--- config.mk ---
export PLATFORM = sky130hd
export DESIGN_NAME = cdce_speed
export DESIGN_NICKNAME = d
export VERILOG_FILES = /design/src/hw/rtl/cdce_pkg.sv /design/src/hw/rtl/cdce_speed.sv
export SDC_FILE = /design/constraint.sdc
export NUM_CORES = 2
export LEC_CHECK = 0
export BUFFER_PORTS_ARGS = -buffer_cell sky130_fd_sc_hd__buf_2
export CAP_MARGIN = 20
export CORE_AREA = 2 2 319 557
export CTS_CLUSTER_SIZE = 28
export DETAILED_ROUTE_END_ITERATION = 7
export DIE_AREA = 0 0 321 559
export PLACE_DENSITY_LB_ADDON = 0.05
export SYNTH_ARGS = -nofsm -noshare
export SYNTH_HDL_FRONTEND = slang
export SYNTH_SLANG_ARGS = --single-unit
--- constraint.sdc ---
create_clock -name clk -period 11.7 [get_ports clk]
set_input_delay 1.755 -clock clk [delete_from_list [all_inputs] [get_ports clk]]
set_output_delay 1.755 -clock clk [all_outputs]
set_load 0.02 [all_outputs]
--- src/hw/rtl/cdce_pkg.sv ---
package cdce_pkg;

  localparam int INTENSITY_WIDTH = 16;
  localparam int MOTION_W        = 16;
  localparam int INT_USED_W      = (INTENSITY_WIDTH < MOTION_W) ? INTENSITY_WIDTH : MOTION_W;
  localparam int ROOT_W          = (INT_USED_W + 2) / 3;
  localparam int CUBE_W          = 3 * ROOT_W;

  localparam int MS_W    = 32;
  localparam int HR_W    = 8;
  localparam int GAIN_W  = 12;
  localparam int RATE_W  = 8;
  localparam int NUM_W   = GAIN_W + HR_W;
  localparam int ITERM_W = GAIN_W + ROOT_W;
  localparam int TERM_W  = (ITERM_W > NUM_W) ? ITERM_W : NUM_W;
  localparam int SPEED_W = TERM_W + 1;
  localparam int PROD_W  = SPEED_W + MS_W;
  localparam int DIST_W  = 32;

  localparam int MM_DIVISOR = 1000000;
  // One million is a power of two times an odd factor; shift off the power first.
  localparam int MM_SHIFT    = 6;
  localparam int MM_ODD      = MM_DIVISOR >> MM_SHIFT;
  localparam int ODD_W       = $clog2(MM_ODD);
  // Shifted products below the saturation point fit Y_W bits.
  localparam int Y_W         = DIST_W + ODD_W;
  localparam int RECIP_SHIFT = Y_W + ODD_W;
  localparam int RECIP_W     = RECIP_SHIFT - ODD_W + 1;
  localparam int FULL_W      = Y_W + RECIP_W;
  localparam int SPLIT_W     = Y_W / 2;
  localparam int Y_HI_W      = Y_W - SPLIT_W;
  localparam int R_HI_W      = RECIP_W - SPLIT_W;

  // Rounded-up reciprocal of the odd factor; exact for every input below 2^Y_W.
  localparam logic [RECIP_W-1:0] MM_RECIP =
    RECIP_W'(((64'd1 << RECIP_SHIFT) + 64'(MM_ODD) - 64'd1) / 64'(MM_ODD));
  localparam logic [R_HI_W-1:0]  RECIP_HI = MM_RECIP[RECIP_W-1:SPLIT_W];
  localparam logic [SPLIT_W-1:0] RECIP_LO = MM_RECIP[SPLIT_W-1:0];
  // Products at or above this give a quotient past the output width.
  localparam logic [PROD_W-1:0]  SAT_PRODUCT =
    PROD_W'((64'd1 << DIST_W) * 64'(MM_DIVISOR));

  localparam int CFG_IDX_W  = 2;
  localparam int CFG_DATA_W = 12;

  localparam logic [GAIN_W-1:0] INTENSITY_GAIN_RESET = GAIN_W'(320);
  localparam logic [GAIN_W-1:0] EFFORT_GAIN_RESET    = GAIN_W'(850);
  localparam logic [RATE_W-1:0] RESTING_RATE_RESET   = RATE_W'(60);

  typedef enum logic [CFG_IDX_W-1:0] {
    REG_INTENSITY_GAIN,
    REG_EFFORT_GAIN,
    REG_RESTING_RATE
  } cfg_reg_t;

  typedef struct packed {
    logic [GAIN_W-1:0] intensity_gain;
    logic [GAIN_W-1:0] effort_gain;
    logic [RATE_W-1:0] resting_rate;
  } cfg_t;

  typedef struct packed {
    logic [SPEED_W-1:0] speed;
    logic [MS_W-1:0]    elapsed_ms;
  } speed_item_t;

endpackage

--- src/hw/rtl/cdce_speed.sv ---
module cdce_speed (
  input  logic                          clk,
  input  logic                          rst,
  input  logic                          advance,
  input  cdce_pkg::cfg_t                cfg,
  input  logic                          in_valid,
  input  logic [cdce_pkg::MS_W-1:0]     elapsed_ms,
  input  logic [cdce_pkg::MOTION_W-1:0] motion_intensity,
  input  logic [cdce_pkg::HR_W-1:0]     heart_rate,
  output logic                          out_valid,
  output cdce_pkg::speed_item_t         out_item
);
  import cdce_pkg::*;

  // Index 0 is the entry register; index k+1 follows division step k.
  logic                  v_s     [0:NUM_W];
  logic [NUM_W-1:0]      w_s     [0:NUM_W];
  logic [RATE_W-1:0]     rem_s   [0:NUM_W];
  logic [RATE_W-1:0]     rest_s  [0:NUM_W];
  logic [ROOT_W-1:0]     root_s  [0:NUM_W];
  logic [INT_USED_W-1:0] ints_s  [0:NUM_W];
  logic [MS_W-1:0]       ms_s    [0:NUM_W];
  logic [ITERM_W-1:0]    iterm_s [0:NUM_W];

  logic [RATE_W-1:0] rest_in;
  logic [HR_W-1:0]   hr_in;

  // A zero resting rate acts as one; an unknown heart rate takes the resting rate.
  assign rest_in = (cfg.resting_rate == '0) ? RATE_W'(1) : cfg.resting_rate;
  assign hr_in   = (heart_rate == '0) ? rest_in : heart_rate;

  always_ff @(posedge clk) begin
    if (rst) begin
      v_s[0] <= 1'b0;
    end else if (advance) begin
      v_s[0] <= in_valid;
    end
    if (advance) begin
      w_s[0]     <= NUM_W'(cfg.effort_gain) * NUM_W'(hr_in);
      rem_s[0]   <= '0;
      rest_s[0]  <= rest_in;
      root_s[0]  <= '0;
      ints_s[0]  <= motion_intensity[INT_USED_W-1:0];
      ms_s[0]    <= elapsed_ms;
      iterm_s[0] <= '0;
    end
  end

  for (genvar k = 0; k < NUM_W; k++) begin : g_stage
    logic [RATE_W:0]    shifted;
    logic [RATE_W:0]    diff;
    logic               take;
    logic [ROOT_W-1:0]  root_nx;
    logic [ITERM_W-1:0] iterm_nx;

    // One restoring step of effort_gain * rate / rest.
    assign shifted = {rem_s[k], w_s[k][NUM_W-1]};
    assign diff    = shifted - {1'b0, rest_s[k]};
    assign take    = shifted >= {1'b0, rest_s[k]};

    if (k < ROOT_W) begin : g_root
      logic [ROOT_W-1:0]   trial;
      logic [2*ROOT_W-1:0] sq;
      logic [CUBE_W-1:0]   cube;

      // Keep the trial bit when its cube still fits under the intensity.
      assign trial   = root_s[k] | (ROOT_W'(1) << (ROOT_W - 1 - k));
      assign sq      = (2*ROOT_W)'(trial) * (2*ROOT_W)'(trial);
      assign cube    = CUBE_W'(sq) * CUBE_W'(trial);
      assign root_nx = (cube <= CUBE_W'(ints_s[k])) ? trial : root_s[k];
    end else begin : g_root_hold
      assign root_nx = root_s[k];
    end

    if (k == ROOT_W) begin : g_iterm
      assign iterm_nx = ITERM_W'(cfg.intensity_gain) * ITERM_W'(root_s[k]);
    end else begin : g_iterm_hold
      assign iterm_nx = iterm_s[k];
    end

    always_ff @(posedge clk) begin
      if (rst) begin
        v_s[k+1] <= 1'b0;
      end else if (advance) begin
        v_s[k+1] <= v_s[k];
      end
      if (advance) begin
        w_s[k+1]     <= {w_s[k][NUM_W-2:0], take};
        rem_s[k+1]   <= take ? diff[RATE_W-1:0] : shifted[RATE_W-1:0];
        rest_s[k+1]  <= rest_s[k];
        root_s[k+1]  <= root_nx;
        ints_s[k+1]  <= ints_s[k];
        ms_s[k+1]    <= ms_s[k];
        iterm_s[k+1] <= iterm_nx;
      end
    end
  end

  always_ff @(posedge clk) begin
    if (rst) begin
      out_valid <= 1'b0;
    end else if (advance) begin
      out_valid <= v_s[NUM_W];
    end
    if (advance) begin
      out_item.speed      <= SPEED_W'(iterm_s[NUM_W]) + SPEED_W'(w_s[NUM_W]);
      out_item.elapsed_ms <= ms_s[NUM_W];
    end
  end

endmodule

==> impl_metrics.toml <==
[status]
run_status = "finished, final reports clean"

[timing]
worstMarginPinSlew_ns = 1.125
fin_crit_ns = 8.960
finalSetupViolations = 0
fin_hold_ws_ns = 0.3754
tns_ns = 0
hold_viol_final = 0
final.period_utilization_pct = 76.58
grt_setup_unrepaired = "no"
relSlewSlack_pct = 24.98
drv_slew = 0
finalClockSkew_ns = 0.04493
max_freq_mhz = 111.6

[critical_path]
slowest_delay_ns = 0.72
end_kind = "flip-flop"
path_class = "flip-flop to flip-flop"
slowest_stage = "edfxtp_1"
critical_path_arrival_ns = 9.58
crit_buf_inv = 6
critPathMaxFanout = 16
worst_path_most_repeated_cell = "inv_1"
cp_top_family = "adder cells"
critPathRequiredTime_ns = 12.32
start_kind = "flip-flop"

[cts]
cts_resized = 0
numCtsBuffers = 179
cts_max_level = 4
ctsHoldBuffers = 0
clock-sinks = 1848
cts_setup_buffers = 0
clk_path_buf_depth = 4
cts_root_buf = "clkbuf_16"
clk_pin_slew_ns = 0.06
insertion_delay_ns = 0.81
cts_tree = "yes"

[die]
die-area_um2 = 179400
rows = 203
initial_core_util_pct = 44.72
core_um2 = 174700
io_pins = 146
die_w_um = 321
die_h_um = 559

[final_layout]
area.growth.synth_to_final_pct = 12.04
mostFrequentLayoutCell = "edfxtp_1"
fin_util_pct = 50.11
drive_gt1_share_pct = 10.23
fin_cells = 7555
final_cell_mix = "edfxtp_1, inv_1, ha_1, nand2_1, fa_1"
fin_nets = 5861

[place]
placedCellCount = 7238
dp_hpwl_um = 81630
routabilityCongestion = 0.7924
io_buffer_count = 145

[min_path]
hold_class = "flip-flop to flip-flop"

[yosys]
synth_edf_count = 1847
yosys.area_share.simple_pct = 6.391
syn_inst = 4897
syn_area_per_cell_um2 = 15.96
syn_area_um2 = 78150
synthArstFlopShare_pct = 0
ys_types = 68
syn_nets = 5592
synth_top_flop_cell = "edfxtp_1"
ys_ff_latch = 1848
synth_xor_area_share_pct = 1.838
yosysWarnings = 0
yosys-mux-area-fraction_pct = 1.143
synth_top_family_by_area = "adder cells"
ys_seq_area_share_pct = 71.00
synth_compound_area_share_pct = 5.056
synth_fa_ha_area_share_pct = 11.50

[detailed_routing]
via_per_inst = 4.956
ant_nets = 0
drt_iter0_drc = 1972
wl_um = 122400
wl_per_cell_um = 16.20
firstDrtPassIters = 4
drc = 0
vias = 37440

[global_routing]
grt_util_all_layers_pct = 13.80
grt_start_max_net_pins = 196
grt_pass1_vias = 39600
grt_pass1_wl_um = 200200
grt_overflow = 0
grt_antenna_before_repair = 2

[flow_run]
cap_violations = 0
[path summary, 6_finish.rpt]
path / startpoint / endpoint / slack, ns / cells after the start
worst min register to register: ms_s[2][21] / ms_s[3][21] / 0.38 / 0
worst max register to register: root_s[1][9] / root_s[1][12] / 2.74 / 35
worst min-delay path: ms_s[2][21] / ms_s[3][21] / 0.38 / 0
worst max-delay path: root_s[1][9] / root_s[1][12] / 2.74 / 35
[cell type report]
cell class	count	area, µm²
Antenna cell	1	2.502
Clock buffer	207	4648
Clock inverter	107	1265
Fill cell	14700	87190
Inverter	557	2091
Multi-Input combinational cell	2414	20260
Sequential cell	1848	55480
Tap cell	2255	2821
Timing Repair Buffer	166	985.9
[cell families after synthesis]
kind of cell | after synthesis
and+or+nand+nor | 969
adders and majority gates | 603
DFF | 1848
buffers and inverters | 635
muxes | 82
AOI/OAI and AO/OA | 596
xor gates and xnor gates | 164
[synth_stat cells (all sizes together) (24+ instances only)]
cell type / count / area, µm²
nor2: 186 / 698.2
ha: 411 / 5142
nand4: 43 / 269.0
xor2: 52 / 455.4
nand2b: 39 / 244.0
a211oi: 24 / 195.2
a21o: 71 / 533.0
mux2: 58 / 653.1
nand3: 55 / 275.3
o21ai: 115 / 583.1
a21oi: 157 / 785.8
mux2i: 24 / 240.2
inv: 556 / 2087
nor3: 75 / 405.4
clkbuf: 56 / 210.2
fa: 192 / 3844
o21a: 30 / 225.2
and2: 132 / 825.8
nor2b: 72 / 465.5
xnor2: 112 / 980.9
a31oi: 25 / 162.6
a21boi: 32 / 240.2
edfxtp: 1847 / 55460
nand2: 243 / 912.1
[stage by stage]
stage	area [µm²]	setup WS, ns
floorplan	78150	3.886
global route	87560	1.924
global placement	81620	2.604
detailed placement	81630	2.645
CTS	87540	2.639
finish	87560	2.740
[registers in the layout, indices dropped and copies added (netlist names)]
signal / cells
ms_s: 672
w_s: 420
iterm_s: 252
rest_s: 160
rem_s: 152
ints_s: 96
out_item: 53
root_s: 21
v_s: 21
out_valid: 1
[metal layers]
layer / wire length (µm) / GRT usage [%] / share of wire, % / up-vias
met1: 45400 / 14.59 / 37 / 18340
met4: 3499 / 4.685 / 2.9 / 0
met5: 0 / 0 / 0 / -
li1: - / - / - / 18380
met2: 69620 / 27.20 / 57 / 478
met3: 3889 / 2.185 / 3.2 / 250
Power is not shown: default switching activity piles up to over one toggle a cycle in this logic, so the estimate is an artifact.
