<file path="src/hw/rtl/cdce_pkg.sv">
package cdce_pkg;

  localparam int INTENSITY_WIDTH = 16;
  localparam int MOTION_W        = 16;
  localparam int INT_USED_W      = (INTENSITY_WIDTH < MOTION_W) ? INTENSITY_WIDTH : MOTION_W;
  localparam int ROOT_W          = (INT_USED_W + 2) / 3;
  localparam int CUBE_W          = 3 * ROOT_W;

  localparam int MS_W    = 32;
  localparam int HR_W    = 8;
  localparam int GAIN_W  = 12;
  localparam int RATE_W  = 8;
  localparam int NUM_W   = GAIN_W + HR_W;
  localparam int ITERM_W = GAIN_W + ROOT_W;
  localparam int TERM_W  = (ITERM_W > NUM_W) ? ITERM_W : NUM_W;
  localparam int SPEED_W = TERM_W + 1;
  localparam int PROD_W  = SPEED_W + MS_W;
  localparam int DIST_W  = 32;

  localparam int MM_DIVISOR = 1000000;
  // One million is a power of two times an odd factor; shift off the power first.
  localparam int MM_SHIFT    = 6;
  localparam int MM_ODD      = MM_DIVISOR >> MM_SHIFT;
  localparam int ODD_W       = $clog2(MM_ODD);
  // Shifted products below the saturation point fit Y_W bits.
  localparam int Y_W         = DIST_W + ODD_W;
  localparam int RECIP_SHIFT = Y_W + ODD_W;
  localparam int RECIP_W     = RECIP_SHIFT - ODD_W + 1;
  localparam int FULL_W      = Y_W + RECIP_W;
  localparam int SPLIT_W     = Y_W / 2;
  localparam int Y_HI_W      = Y_W - SPLIT_W;
  localparam int R_HI_W      = RECIP_W - SPLIT_W;

  // Rounded-up reciprocal of the odd factor; exact for every input below 2^Y_W.
  localparam logic [RECIP_W-1:0] MM_RECIP =
    RECIP_W'(((64'd1 << RECIP_SHIFT) + 64'(MM_ODD) - 64'd1) / 64'(MM_ODD));
  localparam logic [R_HI_W-1:0]  RECIP_HI = MM_RECIP[RECIP_W-1:SPLIT_W];
  localparam logic [SPLIT_W-1:0] RECIP_LO = MM_RECIP[SPLIT_W-1:0];
  // Products at or above this give a quotient past the output width.
  localparam logic [PROD_W-1:0]  SAT_PRODUCT =
    PROD_W'((64'd1 << DIST_W) * 64'(MM_DIVISOR));

  localparam int CFG_IDX_W  = 2;
  localparam int CFG_DATA_W = 12;

  localparam logic [GAIN_W-1:0] INTENSITY_GAIN_RESET = GAIN_W'(320);
  localparam logic [GAIN_W-1:0] EFFORT_GAIN_RESET    = GAIN_W'(850);
  localparam logic [RATE_W-1:0] RESTING_RATE_RESET   = RATE_W'(60);

  typedef enum logic [CFG_IDX_W-1:0] {
    REG_INTENSITY_GAIN,
    REG_EFFORT_GAIN,
    REG_RESTING_RATE
  } cfg_reg_t;

  typedef struct packed {
    logic [GAIN_W-1:0] intensity_gain;
    logic [GAIN_W-1:0] effort_gain;
    logic [RATE_W-1:0] resting_rate;
  } cfg_t;

  typedef struct packed {
    logic [SPEED_W-1:0] speed;
    logic [MS_W-1:0]    elapsed_ms;
  } speed_item_t;

endpackage

</file>
<file path="src/hw/rtl/cdce_dist.sv">
module cdce_dist (
  input  logic                        clk,
  input  logic                        rst,
  input  logic                        advance,
  input  logic                        in_valid,
  input  cdce_pkg::speed_item_t       in_item,
  output logic                        out_valid,
  output logic [cdce_pkg::DIST_W-1:0] travel_mm,
  output logic                        saturated
);
  import cdce_pkg::*;

  logic [PROD_W-1:0]          prod;
  logic                       v_m;
  logic                       over_m;
  logic [Y_W-1:0]             y_m;
  logic [Y_HI_W-1:0]          y_hi;
  logic [SPLIT_W-1:0]         y_lo;
  logic                       v_p;
  logic                       over_p;
  logic [Y_HI_W+R_HI_W-1:0]   pp_hh;
  logic [Y_HI_W+SPLIT_W-1:0]  pp_hl;
  logic [SPLIT_W+R_HI_W-1:0]  pp_lh;
  logic [2*SPLIT_W-1:0]       pp_ll;
  logic [FULL_W-1:0]          full;

  assign prod = PROD_W'(in_item.speed) * PROD_W'(in_item.elapsed_ms);

  // Flag saturation up front and drop the power-of-two part of the divisor.
  always_ff @(posedge clk) begin
    if (rst) begin
      v_m <= 1'b0;
    end else if (advance) begin
      v_m <= in_valid;
    end
    if (advance) begin
      over_m <= prod >= SAT_PRODUCT;
      y_m    <= prod[MM_SHIFT +: Y_W];
    end
  end

  assign y_hi = y_m[Y_W-1:SPLIT_W];
  assign y_lo = y_m[SPLIT_W-1:0];

  // Multiply by the reciprocal of the odd factor as four partial products.
  always_ff @(posedge clk) begin
    if (rst) begin
      v_p <= 1'b0;
    end else if (advance) begin
      v_p <= v_m;
    end
    if (advance) begin
      over_p <= over_m;
      pp_hh  <= {{R_HI_W{1'b0}}, y_hi} * {{Y_HI_W{1'b0}}, RECIP_HI};
      pp_hl  <= {{SPLIT_W{1'b0}}, y_hi} * {{Y_HI_W{1'b0}}, RECIP_LO};
      pp_lh  <= {{R_HI_W{1'b0}}, y_lo} * {{SPLIT_W{1'b0}}, RECIP_HI};
      pp_ll  <= {{SPLIT_W{1'b0}}, y_lo} * {{SPLIT_W{1'b0}}, RECIP_LO};
    end
  end

  assign full = (FULL_W'(pp_hh) << (2 * SPLIT_W))
              + (FULL_W'(pp_hl) << SPLIT_W)
              + (FULL_W'(pp_lh) << SPLIT_W)
              + FULL_W'(pp_ll);

  // Clamp a quotient that does not fit the output width.
  always_ff @(posedge clk) begin
    if (rst) begin
      out_valid <= 1'b0;
    end else if (advance) begin
      out_valid <= v_p;
    end
    if (advance) begin
      travel_mm <= over_p ? '1 : full[RECIP_SHIFT +: DIST_W];
      saturated <= over_p;
    end
  end

endmodule

</file>
<file path="config.mk">
export PLATFORM = sky130hd
export DESIGN_NAME = cdce_dist
export DESIGN_NICKNAME = d
export VERILOG_FILES = /design/src/hw/rtl/cdce_pkg.sv /design/src/hw/rtl/cdce_dist.sv
export SDC_FILE = /design/constraint.sdc
export NUM_CORES = 2
export LEC_CHECK = 0
export ABC_CLOCK_PERIOD_IN_PS = 18600
export BUFFER_PORTS_ARGS = -buffer_cell sky130_fd_sc_hd__buf_2
export CAP_MARGIN = 20
export CORE_MARGIN = 2
export CORE_UTILIZATION = 33
export CTS_CLUSTER_DIAMETER = 200
export DETAILED_ROUTE_END_ITERATION = 12
export GPL_TIMING_DRIVEN = 0
export PLACE_DENSITY = 0.5
export SLEW_MARGIN = 20
export SYNTH_ARGS = -nofsm -noshare
export SYNTH_HDL_FRONTEND = slang
export SYNTH_SLANG_ARGS = --single-unit
</file>
<file path="constraint.sdc">
create_clock -name clk -period 18.6 [get_ports clk]
set_input_delay 3.72 -clock clk [delete_from_list [all_inputs] [get_ports clk]]
set_output_delay 3.72 -clock clk [all_outputs]
set_load 0.05 [all_outputs]
</file>
==> results.txt <==
The post-detailed-route via-to-cell ratio came out at about 4.8. The routability congestion estimate is between 0.9 and 1. The die footprint is 0.204 mm^2. The count of endpoints failing hold in the final timing report is 0.

The slew at the pin with the worst max-slew slack is about 1.2 ns. Clock latency on the worst-skew pair, taken at its later pin, is 0.65 ns. Global routing consumed, over all layers together, 19.6% of the routing resources. The post-route netlist has ~2.6% of its cells at a drive strength greater than 1. The synthesized netlist devotes about 6.4% of its cell area to compound gates. The synthesis-stage register bit count is approximately 240. The max-capacitance violation count came out at 0. The maximum count of clock buffers along a single path is 3.

The max-slew headroom at the worst pin is about 18%. sky130_fd_sc_hd__inv_1 is the most common cell in the netlist. Clock-pin slew was measured on the worst setup and hold paths at 0.06 ns. Buffers inserted to repair hold after CTS numbered 0. The type of destination of the critical path is a flip-flop. The final setup violation count came out at 0.

The share of synthesized cell area in and, or, nand and nor gates came out at slightly above 9%. The total negative slack is 0 ns. The number of pins exceeding their max-slew limit in the final report is 0.

Of all cell types, the one taking the most synthesized area is sky130_fd_sc_hd__fa_1. The proportion of synthesized area in mux cells is less than 1%. The die is about 450 um tall. The region available for standard cell placement spans 0.199 mm^2. The share of Yosys cell area claimed by the top area cell type came out at between 40% and 50%. The most used flip-flop cell after synthesis is sky130_fd_sc_hd__edfxtp_1. Counting every sink on the clock net gives 235. The number of buffers created by CTS came out at 31. STA classifies the critical path startpoint as a primary input. After Yosys synthesis, XOR and XNOR cells account for under 10% of the synthesized area.

Sorting the synthesized cells by area gives the leading types as sky130_fd_sc_hd__fa_1 (43%), sky130_fd_sc_hd__ha_1 (17%), sky130_fd_sc_hd__edfxtp_1 (11%), sky130_fd_sc_hd__inv_1 (10%), sky130_fd_sc_hd__and2_1 (3.6%). Before antenna repair, the detailed router went through 7 iterations. The mean instance size in the synthesized netlist is 10.0 um^2. The async set or reset register ratio after synthesis is 0%. The number of remaining DRC errors is 0. The Yosys step of the flow raised 0 warnings. Setup repair after global routing left no endpoint under its margin.

The register area share after synthesis came out at a little over a tenth. For this run the aggregate overflow at the end of global routing stands at 0. The synthesis-to-finish area growth came out at 7.44%.

The quantity of I/O buffers inserted on ports is 89. For the final database, setup skew stands at 0.0302 ns. The post-synthesis adder-cell area fraction came out at between 50% and 60%. The maximum clock rate came out at 83.2 MHz. The initial standard-cell utilization of the core is 33.1%. The routed length per instance came out at 20.9 um. The number of nets still failing antenna checks after routing came out at 0. TritonCTS built the clock tree.

The cell area after technology mapping came out at 0.0660 mm^2. In this run, post-CTS repair resized a total of 0 instances. Detailed placement finished with a half-perimeter wire length of 171000 um. The violation count after the first detailed-routing iteration is 2553. Dividing the final minimum period by the clock period gives between 60% and 70%. Wires add up to about 200000 um. The standard cell area after detailed placement came out at between 0.06 and 0.07 mm^2. Hold timing on the final database bottoms out at a slack of between 0.5 and 0.6 ns. The combinational family with the most area after synthesis is adder cells. The via count of the routed design came out at approximately 45000. The die width came out at ~450 um. The post-route standard cell area excluding fillers is 0.0709 mm^2. The clock tree root driver cell is sky130_fd_sc_hd__clkbuf_16. The worst min-delay path category is reg2reg. The number of antenna violations at the first check in global routing came to 9. The post-CTS setup buffer count came out at 0. The number of global-route vias before repair came to about 50000. The minimum clock period is about 12 ns. The number of placed I/O pins is 91.

In this run the worst path has a maximum fanout of 10. The worst setup path is of the in2reg kind. The number of placement rows is ~160. The required arrival time at the worst endpoint is 19.01 ns. The distinct cell type count of the synthesized netlist came out at just over 80. The final net count came out at 9064. The wire length of the first global-routing pass is between 300000 and 400000 um. The arrival time at the worst endpoint is 12.43 ns. The number of enable-type register cells in the synthesized netlist came out at 232. The synthesized net count came out at 8940. The H-tree depth is 1. The flow ran to the end, and the final reports show no timing, DRC or antenna violations.

Synthesis produced a netlist whose cell count is between 6000 and 7000. Entering global routing, the biggest net connects 89 pins. Ranked by instance count, the synthesized netlist is headed by sky130_fd_sc_hd__inv_1 (1822), sky130_fd_sc_hd__fa_1 (1417), sky130_fd_sc_hd__ha_1 (895).
[layer usage]
metal / track usage (%) / routed length, um
met4: 4.32 / 5000
met1: 27.3 / 88700
met3: 2.15 / 9520
met2: 32.8 / 93200
met5: 0 / 0
[registers in the layout, indices dropped and copies added (netlist names)]
signal and cells:
out_valid 1, over_p 1, pp_hh 46, pp_lh 47
over_m 1, v_m 1, travel_mm 32, pp_ll 18
v_p 1, saturated 1, y_m 46, pp_hl 40
[area by class of cell]
cell class / instances / area, um^2
fill: 20200 / 128000
multi-input combinational: 4360 / 51600
sequential: 235 / 7030
inverter: 1823 / 6840
tap: 2656 / 3320
clock buffer: 34 / 787
buffer: 153 / 577
timing repair buffer: 91 / 510
clock inverter: 24 / 273
antenna: 6 / 15.0
[stage by stage]
stage | cells | setup WS, ns | util, %
after floorplan | 6571 | 8.04 | -
after global placement | 9316 | 5.94 | 35.0
after detailed placement | 9318 | 5.94 | 35.1
after CTS | 9376 | 6.64 | 35.6
after global routing | 9376 | 6.32 | 35.6
final | 9382 | 6.58 | 35.6
[worst paths after layout]
check	startpoint	endpoint	slack, ns	depth (start not counted)
worst min register to register	over_m$_DFFE_PP_	over_p$_DFFE_PP_	0.51	0
worst max register to register	y_m[6]$_DFFE_PP_	pp_lh[45]$_DFFE_PP_	10.01	25
worst max-delay path	in_item[39]	over_m$_DFFE_PP_	6.58	24
worst min-delay path	over_m$_DFFE_PP_	over_p$_DFFE_PP_	0.51	0
[placed cells by master (no fill, tap or decap), types with 7 or more instances in the layout]
cell,count
sky130_fd_sc_hd__nand3_1,42
sky130_fd_sc_hd__nand2_1,431
sky130_fd_sc_hd__or2_2,13
sky130_fd_sc_hd__a31oi_1,17
sky130_fd_sc_hd__a21boi_0,7
sky130_fd_sc_hd__o21a_1,29
sky130_fd_sc_hd__nand4_1,40
sky130_fd_sc_hd__edfxtp_1,232
sky130_fd_sc_hd__clkinv_1,7
sky130_fd_sc_hd__o21ai_0,112
sky130_fd_sc_hd__nor3_1,35
sky130_fd_sc_hd__mux2i_1,14
sky130_fd_sc_hd__nor2b_1,34
sky130_fd_sc_hd__xnor2_1,132
sky130_fd_sc_hd__nor2_1,138
sky130_fd_sc_hd__and2_1,384
sky130_fd_sc_hd__o21bai_1,38
sky130_fd_sc_hd__fa_1,1417
sky130_fd_sc_hd__ha_1,895
sky130_fd_sc_hd__nor4_1,8
sky130_fd_sc_hd__or3_1,11
sky130_fd_sc_hd__nand2b_1,26
sky130_fd_sc_hd__inv_1,1822
sky130_fd_sc_hd__o31ai_1,7
sky130_fd_sc_hd__o211ai_1,17
sky130_fd_sc_hd__clkbuf_1,153
sky130_fd_sc_hd__and3_1,22
sky130_fd_sc_hd__clkbuf_16,31
sky130_fd_sc_hd__a211oi_1,18
sky130_fd_sc_hd__a21oi_1,210
sky130_fd_sc_hd__xor2_1,49
sky130_fd_sc_hd__a21o_1,100
sky130_fd_sc_hd__buf_2,89
[critical path: stages]
cell	delay, ns
sky130_fd_sc_hd__buf_2	0.28
sky130_fd_sc_hd__clkbuf_1	0.79
sky130_fd_sc_hd__nand2_1	0.18
sky130_fd_sc_hd__fa_1	0.52
sky130_fd_sc_hd__fa_1	0.50
sky130_fd_sc_hd__fa_1	0.55
sky130_fd_sc_hd__inv_1	0.05
sky130_fd_sc_hd__fa_1	0.61
sky130_fd_sc_hd__fa_1	0.45
sky130_fd_sc_hd__fa_1	0.49
sky130_fd_sc_hd__inv_1	0.05
sky130_fd_sc_hd__fa_1	0.47
sky130_fd_sc_hd__inv_1	0.04
sky130_fd_sc_hd__ha_1	0.43
sky130_fd_sc_hd__nand4_1	0.33
sky130_fd_sc_hd__or3_1	0.44
sky130_fd_sc_hd__nor3_1	0.76
sky130_fd_sc_hd__o21a_1	0.35
sky130_fd_sc_hd__or2_1	0.17
sky130_fd_sc_hd__a31o_1	0.20
sky130_fd_sc_hd__xor2_1	0.09
sky130_fd_sc_hd__o31a_1	0.31
sky130_fd_sc_hd__o41a_1	0.42
sky130_fd_sc_hd__a31o_1	0.23
[cells by family (layout without fill, tap and decap cells)]
group | Yosys count | after routing
muxes | 14 | 14
xor gates and xnor gates | 181 | 181
AOI/OAI and AO/OA | 648 | 648
other | 0 | 6
and+or+nand+nor | 1205 | 1205
buffers and inverters | 1976 | 2125
adders and majority gates | 2312 | 2312
DFF | 235 | 235
Power is left out: the tool's default activity adds up to more than one toggle a clock period on the data nets, which glitch-free logic cannot reach.
